$ cat src/design/abt_pkg.sv
package abt_pkg;

  localparam int CAPACITY_DEF = 16;
  localparam int ADDR_W = 16;
  localparam int HITS_W = 17;
  localparam int SKIP_W = 16;

  typedef enum logic [3:0] {
    FN_CHECK      = 4'd0,
    FN_ADD        = 4'd1,
    FN_REMOVE_IDX = 4'd2,
    FN_REMOVE_ADR = 4'd3,
    FN_MOVE       = 4'd4,
    FN_EN_IDX     = 4'd5,
    FN_EN_ADR     = 4'd6,
    FN_EN_ALL     = 4'd7,
    FN_IGNORE     = 4'd8,
    FN_SOFT_STOP  = 4'd9,
    FN_QUERY_IDX  = 4'd10,
    FN_QUERY_ADR  = 4'd11
  } func_t;

  typedef enum logic [1:0] {
    SS_OFF = 2'd0,
    SS_AT  = 2'd1,
    SS_ANY = 2'd2
  } ss_mode_t;

  typedef struct packed {
    logic [3:0]  func;
    logic [15:0] address;
    logic [3:0]  index;
    logic [15:0] amount;
    logic        enable_value;
    logic        any_address;
  } in_item_t;

  typedef struct packed {
    logic        hit;
    logic        op_ok;
    logic        found;
    logic        entry_enabled;
    logic [15:0] entry_address;
    logic [4:0]  entry_total;
    logic        needs_check;
  } out_item_t;

endpackage

$ cat src/design/abt_queue.sv
module abt_queue (
  input  logic                clk,
  input  logic                rst_n,
  input  logic                wr_valid,
  output logic                wr_stall,
  input  abt_pkg::in_item_t   wr_item,
  output logic                rd_valid,
  input  logic                rd_take,
  output abt_pkg::in_item_t   rd_item
);
  import abt_pkg::*;

  // two-entry fifo between front and back
  in_item_t   mem_r [2];
  logic       wp_r, wp_nxt, rp_r, rp_nxt;
  logic [1:0] cnt_r, cnt_nxt;
  logic       push, pop;

  assign wr_stall = (cnt_r == 2'd2);
  assign rd_valid = (cnt_r != 2'd0);
  assign rd_item  = mem_r[rp_r];
  assign push     = wr_valid && !wr_stall;
  assign pop      = rd_valid && rd_take;

  always_comb begin
    wp_nxt  = push ? ~wp_r : wp_r;
    rp_nxt  = pop ? ~rp_r : rp_r;
    cnt_nxt = cnt_r + {1'b0, push} - {1'b0, pop};
  end

  always_ff @(posedge clk) begin
    if (!rst_n) begin
      wp_r  <= 1'b0;
      rp_r  <= 1'b0;
      cnt_r <= 2'd0;
    end else begin
      wp_r  <= wp_nxt;
      rp_r  <= rp_nxt;
      cnt_r <= cnt_nxt;
    end
  end

  always_ff @(posedge clk) begin
    if (push) begin
      mem_r[wp_r] <= wr_item;
    end
  end

  assert property (@(posedge clk) disable iff (!rst_n) cnt_r <= 2'd2)
    else $error("queue count overflow");
  assert property (@(posedge clk) disable iff (!rst_n)
    (cnt_r == 2'd0 && push) |=> rd_valid)
    else $error("pushed item not visible");
  assert property (@(posedge clk) disable iff (!rst_n)
    (push && !pop) |=> cnt_r == $past(cnt_r) + 2'd1)
    else $error("queue count mismatch");
endmodule

$ cat src/design/abt_engine.sv
module abt_engine #(
  parameter int CAPACITY = abt_pkg::CAPACITY_DEF
) (
  input  logic                clk,
  input  logic                rst_n,
  input  logic                q_valid,
  output logic                q_take,
  input  abt_pkg::in_item_t   q_item,
  output logic                out_valid,
  input  logic                out_stall,
  output abt_pkg::out_item_t  out_data
);
  import abt_pkg::*;

  localparam int IW = (CAPACITY > 1) ? $clog2(CAPACITY) : 1;
  localparam int TW = $clog2(CAPACITY + 1);

  logic [ADDR_W-1:0] g_addr_r [CAPACITY];
  logic              g_en_r   [CAPACITY];
  logic [HITS_W-1:0] g_hits_r [CAPACITY];
  logic [SKIP_W-1:0] g_skip_r [CAPACITY];
  logic [TW-1:0]     total_r, total_nxt;
  logic [ADDR_W-1:0] ss_tgt_r;
  ss_mode_t          ss_mode_r, ss_mode_nxt;
  logic              flag_r, flag_nxt;
  logic              ov_r;
  out_item_t         od_r, od_nxt;

  logic [CAPACITY-1:0] match, live;
  logic                loc_hit;
  logic [IW-1:0]       loc_pos;
  logic                idx_ok, ss_fire;
  logic [IW-1:0]       idx;
  func_t               fn;
  logic                drop;
  logic [IW-1:0]       drop_pos;
  logic [HITS_W-1:0]   hnew;

  assign q_take    = q_valid && (!ov_r || !out_stall);
  assign out_valid = ov_r;
  assign out_data  = od_r;
  assign fn        = func_t'(q_item.func);
  assign idx       = IW'(q_item.index);
  assign idx_ok    = (32'(q_item.index) < 32'(total_r)) && (32'(q_item.index) < CAPACITY);
  assign ss_fire   = (ss_mode_r == SS_ANY) ||
                     (ss_mode_r == SS_AT && ss_tgt_r == q_item.address);

  // parallel comparators across the live entries
  always_comb begin
    loc_hit = 1'b0;
    loc_pos = '0;
    for (int i = 0; i < CAPACITY; i++) begin
      live[i]  = (TW'(i) < total_r);
      match[i] = live[i] && (g_addr_r[i] == q_item.address);
    end
    for (int i = CAPACITY - 1; i >= 0; i--) begin
      if (match[i]) begin
        loc_hit = 1'b1;
        loc_pos = IW'(i);
      end
    end
  end

  assign hnew = (g_hits_r[loc_pos] == {HITS_W{1'b1}}) ? g_hits_r[loc_pos]
                                                       : g_hits_r[loc_pos] + HITS_W'(1);

  always_comb begin
    total_nxt   = total_r;
    ss_mode_nxt = ss_mode_r;
    flag_nxt    = flag_r;
    drop        = 1'b0;
    drop_pos    = '0;
    od_nxt      = '0;
    unique case (fn)
      FN_CHECK: begin
        od_nxt.op_ok = 1'b1;
        if (ss_fire) begin
          ss_mode_nxt = SS_OFF;
          flag_nxt    = (total_r != '0);
          od_nxt.hit  = 1'b1;
        end else if (loc_hit && g_en_r[loc_pos]) begin
          od_nxt.hit = (hnew > HITS_W'(g_skip_r[loc_pos]));
        end
      end
      FN_ADD: begin
        if (!loc_hit && 32'(total_r) < CAPACITY) begin
          total_nxt    = total_r + TW'(1);
          flag_nxt     = 1'b1;
          od_nxt.op_ok = 1'b1;
        end
      end
      FN_REMOVE_IDX: begin
        if (idx_ok) begin
          drop         = 1'b1;
          drop_pos     = idx;
          total_nxt    = total_r - TW'(1);
          flag_nxt     = (total_nxt != '0);
          od_nxt.op_ok = 1'b1;
        end
      end
      FN_REMOVE_ADR: begin
        if (loc_hit) begin
          drop         = 1'b1;
          drop_pos     = loc_pos;
          total_nxt    = total_r - TW'(1);
          od_nxt.op_ok = 1'b1;
        end
        flag_nxt = (total_nxt != '0);
      end
      FN_MOVE:      od_nxt.op_ok = idx_ok && !loc_hit;
      FN_EN_IDX:    od_nxt.op_ok = idx_ok;
      FN_EN_ADR:    od_nxt.op_ok = loc_hit;
      FN_EN_ALL:    od_nxt.op_ok = 1'b1;
      FN_IGNORE:    od_nxt.op_ok = idx_ok;
      FN_SOFT_STOP: begin
        ss_mode_nxt  = q_item.any_address ? SS_ANY : SS_AT;
        flag_nxt     = 1'b1;
        od_nxt.op_ok = 1'b1;
      end
      FN_QUERY_IDX: begin
        if (idx_ok) begin
          od_nxt.op_ok         = 1'b1;
          od_nxt.found         = 1'b1;
          od_nxt.entry_enabled = g_en_r[idx];
          od_nxt.entry_address = g_addr_r[idx];
        end
      end
      FN_QUERY_ADR: begin
        if (loc_hit) begin
          od_nxt.op_ok         = 1'b1;
          od_nxt.found         = 1'b1;
          od_nxt.entry_enabled = g_en_r[loc_pos];
          od_nxt.entry_address = g_addr_r[loc_pos];
        end
      end
      default: ;
    endcase
    od_nxt.entry_total = 5'(total_nxt);
    od_nxt.needs_check = flag_nxt;
  end

  always_ff @(posedge clk) begin
    if (!rst_n) begin
      total_r   <= '0;
      ss_mode_r <= SS_OFF;
      ss_tgt_r  <= '0;
      flag_r    <= 1'b0;
      ov_r      <= 1'b0;
    end else begin
      if (q_take) begin
        total_r   <= total_nxt;
        ss_mode_r <= ss_mode_nxt;
        flag_r    <= flag_nxt;
        if (fn == FN_SOFT_STOP) ss_tgt_r <= q_item.address;
        ov_r <= 1'b1;
      end else if (!out_stall) begin
        ov_r <= 1'b0;
      end
    end
  end

  always_ff @(posedge clk) begin
    if (q_take) begin
      od_r <= od_nxt;
      for (int i = 0; i < CAPACITY; i++) begin
        if (drop && IW'(i) >= drop_pos && i + 1 < CAPACITY) begin
          g_addr_r[i] <= g_addr_r[(i + 1) % CAPACITY];
          g_en_r[i]   <= g_en_r[(i + 1) % CAPACITY];
          g_hits_r[i] <= g_hits_r[(i + 1) % CAPACITY];
          g_skip_r[i] <= g_skip_r[(i + 1) % CAPACITY];
        end
        if (fn == FN_EN_ALL && live[i]) g_en_r[i] <= q_item.enable_value;
      end
      unique case (fn)
        FN_CHECK: if (!ss_fire && loc_hit && g_en_r[loc_pos]) g_hits_r[loc_pos] <= hnew;
        FN_ADD: if (od_nxt.op_ok) begin
          g_addr_r[IW'(total_r)] <= q_item.address;
          g_en_r[IW'(total_r)]   <= 1'b1;
          g_hits_r[IW'(total_r)] <= '0;
          g_skip_r[IW'(total_r)] <= q_item.amount;
        end
        FN_MOVE: if (od_nxt.op_ok) begin
          g_addr_r[idx] <= q_item.address;
          g_hits_r[idx] <= '0;
        end
        FN_EN_IDX: if (idx_ok) g_en_r[idx] <= q_item.enable_value;
        FN_EN_ADR: if (loc_hit) g_en_r[loc_pos] <= q_item.enable_value;
        FN_IGNORE: if (idx_ok) g_skip_r[idx] <= q_item.amount;
        default: ;
      endcase
    end
  end

  assert property (@(posedge clk) disable iff (!rst_n) 32'(total_r) <= CAPACITY)
    else $error("table count beyond capacity");
  assert property (@(posedge clk) disable iff (!rst_n) q_valid |-> $onehot0(match))
    else $error("duplicate address in table");
  assert property (@(posedge clk) disable iff (!rst_n)
    (q_take && fn == FN_CHECK && ss_fire) |=> ss_mode_r == SS_OFF)
    else $error("soft stop did not disarm");
endmodule

$ cat src/design/address_breakpoint_table.sv
// Breakpoint and watchpoint guard table with one soft stop. Each item is a command
// (check, add, remove, move, enable, ignore count, soft stop, query) and yields
// exactly one result. The front is a two-entry queue; the back compares the address
// against every live entry in parallel and commits each item as it takes it, so one
// item is taken per cycle when the output is not stalled. The result is registered
// in the engine's output register and holds while out_stall is high.
// Removal shifts the table down at the same edge that registers the result.
module address_breakpoint_table #(
  parameter int CAPACITY = abt_pkg::CAPACITY_DEF
) (
  input  logic                clk,
  input  logic                rst_n,
  input  logic                in_valid,
  output logic                in_stall,
  input  abt_pkg::in_item_t   in_data,
  output logic                out_valid,
  input  logic                out_stall,
  output abt_pkg::out_item_t  out_data
);
  import abt_pkg::*;

  // queue to engine
  logic     q_valid, q_take;
  in_item_t q_item;

  abt_queue u_queue (
    .clk(clk), .rst_n(rst_n),
    .wr_valid(in_valid), .wr_stall(in_stall), .wr_item(in_data),
    .rd_valid(q_valid), .rd_take(q_take), .rd_item(q_item)
  );

  abt_engine #(.CAPACITY(CAPACITY)) u_engine (
    .clk(clk), .rst_n(rst_n),
    .q_valid(q_valid), .q_take(q_take), .q_item(q_item),
    .out_valid(out_valid), .out_stall(out_stall), .out_data(out_data)
  );
endmodule
$ cat config.mk
export PLATFORM = sky130hd
export DESIGN_NAME = address_breakpoint_table
export DESIGN_NICKNAME = d
export VERILOG_FILES = /design/src/design/abt_pkg.sv /design/src/design/abt_queue.sv /design/src/design/abt_engine.sv /design/src/design/address_breakpoint_table.sv
export SDC_FILE = /design/constraint.sdc
export NUM_CORES = 2
export LEC_CHECK = 0
export BUFFER_PORTS_ARGS = -buffer_cell sky130_fd_sc_hd__buf_4
export CAP_MARGIN = 30
export CELL_PAD_IN_SITES_DETAIL_PLACEMENT = 0
export CELL_PAD_IN_SITES_GLOBAL_PLACEMENT = 1
export CORE_MARGIN = 4
export CORE_UTILIZATION = 52
export CTS_CLUSTER_DIAMETER = 40
export DETAILED_ROUTE_END_ITERATION = 7
export GPL_ROUTABILITY_DRIVEN = 1
export PLACE_DENSITY = 0.88
export SETUP_SLACK_MARGIN = 0.2
export SLEW_MARGIN = 20
export SYNTH_ARGS = -nofsm -noshare
export SYNTH_HDL_FRONTEND = slang
export SYNTH_SLANG_ARGS = --single-unit
$ cat constraint.sdc
create_clock -name clk -period 8.9 [get_ports clk]
set_clock_uncertainty 0.05 [all_clocks]
set_input_delay 1.335 -clock clk [delete_from_list [all_inputs] [get_ports clk]]
set_output_delay 1.335 -clock clk [all_outputs]
set_load 0.01 [all_outputs]
==> summary.md <==
| Metric | Value |
|---|---|
| Area leader, netlist | `edfxtp_1` |
| I/O pin count | `74` |
| CTS Buf Count | `about 150` |
| Worst setup SP type | `flop` |
| Min-delay worst type | `flop to flop` |
| Initial antenna violation count | `2` |
| Setup Viol. Count Final | `0` |
| Initial DRC Count | `6032` |
| GR Util met1 | `0.454` |
| Synthesized area | `55300 sq um` |
| Row count | `119` |
| Peak Freq | `120 MHz` |
| Main flop type after synthesis | `edfxtp_1` |
| Die Height | `334 um` |
| PD cells | `248 nW/um^2` |
| Distinct cells, synth | `97` |
| Top cell by count, worst path | `o21a_1` |
| Max-cap violations | `0` |
| Total length of routed wires | `181000 um` |
| Port buffer count | `73` |
| FFs w/ async S/R, synth | `0` |
| CP required | `approximately 9.3 ns` |
| Layout fillers | `approximately 8600` |
| DR vias/cell | `6.36` |
| RR Endpoint | `u_engine.out_data[25]` |
| CTS tree | `yes` |
| Clock insertion delay at the later pin of the skew report | `0.76 ns` |
| Sw power | `0.00540 W` |
| Layout cells sized above 1 | `0.197` |
| Setup TNS | `0 ns` |
| Vias | `43100` |
| Part of the power in registers | `0.350` |
| Hold Violations, Final | `0` |
| Crit-path max FO | `42` |
| CP endpoint kind | `flop` |
| Antenna diode count | `0` |
| Top-area cell type share of the netlist area | `0.494` |
| CTS sink cnt | `940` |
| P&R area growth vs syn | `14.0%` |
| Routed WL per cell | `26.6 um` |
| Drc violations | `0` |
| Busiest grt layer | `met2` |
| R2R Setup Slk | `between 0.5 and 0.6 ns` |
| Clock share of power | `0.366` |
| Final HPWL DP | `127000 um` |
| Syn_nets | `5285` |
| Combinational power share | `0.284` |
| Hold depth | `2` |
| Die W | `334 um` |
| Core area | `105000 sq um` |
| Vias in the first global route | `40200` |
| Final worst path period share | `0.937` |
| Peak per-stage delay on the critical path | `0.61 ns` |
| Clock buffer depth | `3` |
| GP Congestion | `1.01` |
| Global-route track usage on met2 | `0.463` |
| Outcome | `complete, no violations` |
| Fin crit period | `8.34 ns` |
| Crit path max-delay cell type | `a2111oi_2` |
| Worst r2r path cells | `34` |
| Gr ovfl total | `0` |
| Tightest Pin Transition | `between 1 and 1.5 ns` |
| Lkg Pwr | `between 20 and 25 nW` |
| Synth Warn # | `0` |
| Clock Pin Slew Worst Setup and Hold Paths | `0.05 ns` |
| Antenna viol nets, final | `0` |
| Clk root buf | `clkbuf_16` |
| Syn Area/Cell | `10.6 sq um` |
| Synth Instances | `5212` |
| Hold Path End | `u_engine.out_valid` |
| FF+latch count, synth | `940` |
| Design area | `~63000 sq um` |
| WP data arrival | `just under 9 ns` |
| Drt first pass iters | `7` |
| GRT Resource Usage Total | `0.316` |
| Worst ir drop on vdd | `0.220 mV` |
| Sw frac | `0.345` |
| GR Util met3 | `0.0927` |
| H-tree depth | `4` |
| Synth area leaders | `edfxtp_1 49%, mux2_2 7.9%, mux2i_1 6.4%` |
| Number of synthesized flops with an enable pin | `910` |
| # nets final | `5349` |
| Fin. max-slew vios | `0` |
| Hold Crit Start | `u_engine.out_valid` |
| Placed inst area | `57900 sq um` |
| RSZ-0062 raised after global routing | `no` |
| Die area | `approximately 110000 sq um` |
| Initial core utilization | `0.524` |
| First-pass GRT wire length | `~270000 um` |
| Pint | `0.0102 W` |
| Slew margin rel. | `0.223` |
| Sequential cell area fraction in the yosys report | `0.505` |
| CP Class | `flop to flop` |
| Pin count of the biggest net entering global routing | `97` |
critical path, delay by kind of cell (launching register included):
kind                     cells  cell delay (ns)
AO/OA/AOI/OAI               19             3.78
XOR/XNOR                     1             0.16
adder cells (fa/ha/maj)      1             0.33
buffers and inverters        4             0.87
flip-flops                   1             0.43
multiplexers                 2             0.68
AND/OR/NAND/NOR              7             1.73
cell usage after synthesis, drive strengths merged (16+ instances only):
master / number
buf: 144
nor2: 300
mux2: 393
o211ai: 104
a311oi: 55
a211oi: 44
inv: 58
ha: 27
or2: 16
edfxtp: 910
xnor2: 279
dfxtp: 30
or4: 19
mux2i: 374
nor3: 76
a31oi: 30
nand2: 852
and3: 43
a22oi: 31
a21oi: 239
nor2b: 22
clkbuf: 258
nand4: 17
o21ai: 505
nand3: 114
nor4: 93
nand2b: 36
timing repair:
action                                  in CTS  in global routing
endpoints found under the setup margin       0                  1
hold buffers                                 0                  0
gates resized for setup                      0                  9
setup buffers                                0                 12
state kept, by name, indices dropped and copies added, names as in the netlist, 2 cells and up, named ones only:
signal,flops
u_engine.out_data,26
u_engine.ss_mode_r,2
u_engine.g_skip_r,256
u_queue.cnt_r,2
u_engine.g_en_r,16
u_engine.total_r,5
u_engine.g_addr_r,256
u_queue.mem_r,84
u_engine.g_hits_r,272
u_engine.ss_tgt_r,16
cell families after synthesis:
logic type                 Yosys count  share of synthesized area
AOI/OAI and AO/OA                 1094                      0.119
muxes                              767                      0.152
and+or+nand+nor                   1635                      0.135
xor gates and xnor gates           286                     0.0453
buffers and inverters              463                     0.0382
adders and majority gates           27                    0.00611
DFF                                940                      0.505
power by group through the flow:
stage	Sequential, W	Clock [W]	Combinational, W
2_1_floorplan	0.00549	0	0.00259
3_3_place_gp	0.00554	0	0.00416
3_5_place_dp	0.00555	0	0.00422
4_1_cts	0.00547	0.00579	0.00424
5_1_grt	0.00549	0.00599	0.00465
6_report	0.00547	0.00573	0.00444
worst max path at each step:
stage | endpoint | slack [ns] | depth (start not counted) | from
floorplan | u_engine.out_data[25] | 1.21 | 36 | flop
global placement | u_engine.out_data[25] | 0.47 | 37 | flop
detailed placement | u_engine.out_data[25] | 0.33 | 36 | flop
CTS | u_engine.out_data[25] | 0.21 | 36 | flop
global route | u_engine.out_data[25] | 0.24 | 38 | flop
finish | u_engine.out_data[25] | 0.56 | 34 | flop
metal layers:
| layer | vias to the layer above | wire length (um) |
|---|---|---|
| met5 | - | 131 |
| met4 | 4 | 5750 |
| met3 | 342 | 21900 |
| met2 | 2514 | 77600 |
| met1 | 20900 | 75200 |
| li1 | 19300 | - |
layout by cell type (no fill, tap or decap), types with 57 or more instances in the layout:
cell,synthesis,layout
edfxtp_1,910,910
nand2_1,850,850
o21ai_0,499,489
mux2_2,387,387
mux2i_1,356,345
nor2_1,299,287
xnor2_1,279,279
buf_4,39,273
a21oi_1,238,237
clkbuf_16,0,148
nand3_1,113,112
o211ai_1,99,99
nor4_1,91,89
inv_1,57,57
final cells by class:
class | instances | area, sq um | area share
Sequential cell | 940 | 27900 | 0.443
Multi-Input combinational cell | 3809 | 25500 | 0.404
Inverter | 61 | 231 | 0.00367
Clock buffer | 170 | 3790 | 0.0600
Tap cell | 1391 | 1740 | 0.0276
Clock inverter | 95 | 1100 | 0.0174
Timing Repair Buffer | 317 | 2770 | 0.0440
metrics by stage:
step	instances	hold WS [ns]	total power [W]	setup slack, ns	util
3_5_place_dp	6502	0.450	0.00977	0.326	0.550
3_3_place_gp	6481	0.426	0.00970	0.465	0.547
2_1_floorplan	5212	0.400	0.00808	1.21	-
5_1_grt	6783	0.479	0.0161	0.237	0.598
6_report	6783	0.456	0.0156	0.560	0.598
4_1_cts	6767	0.458	0.0155	0.212	0.596
Power figures use the tool's default switching activity.
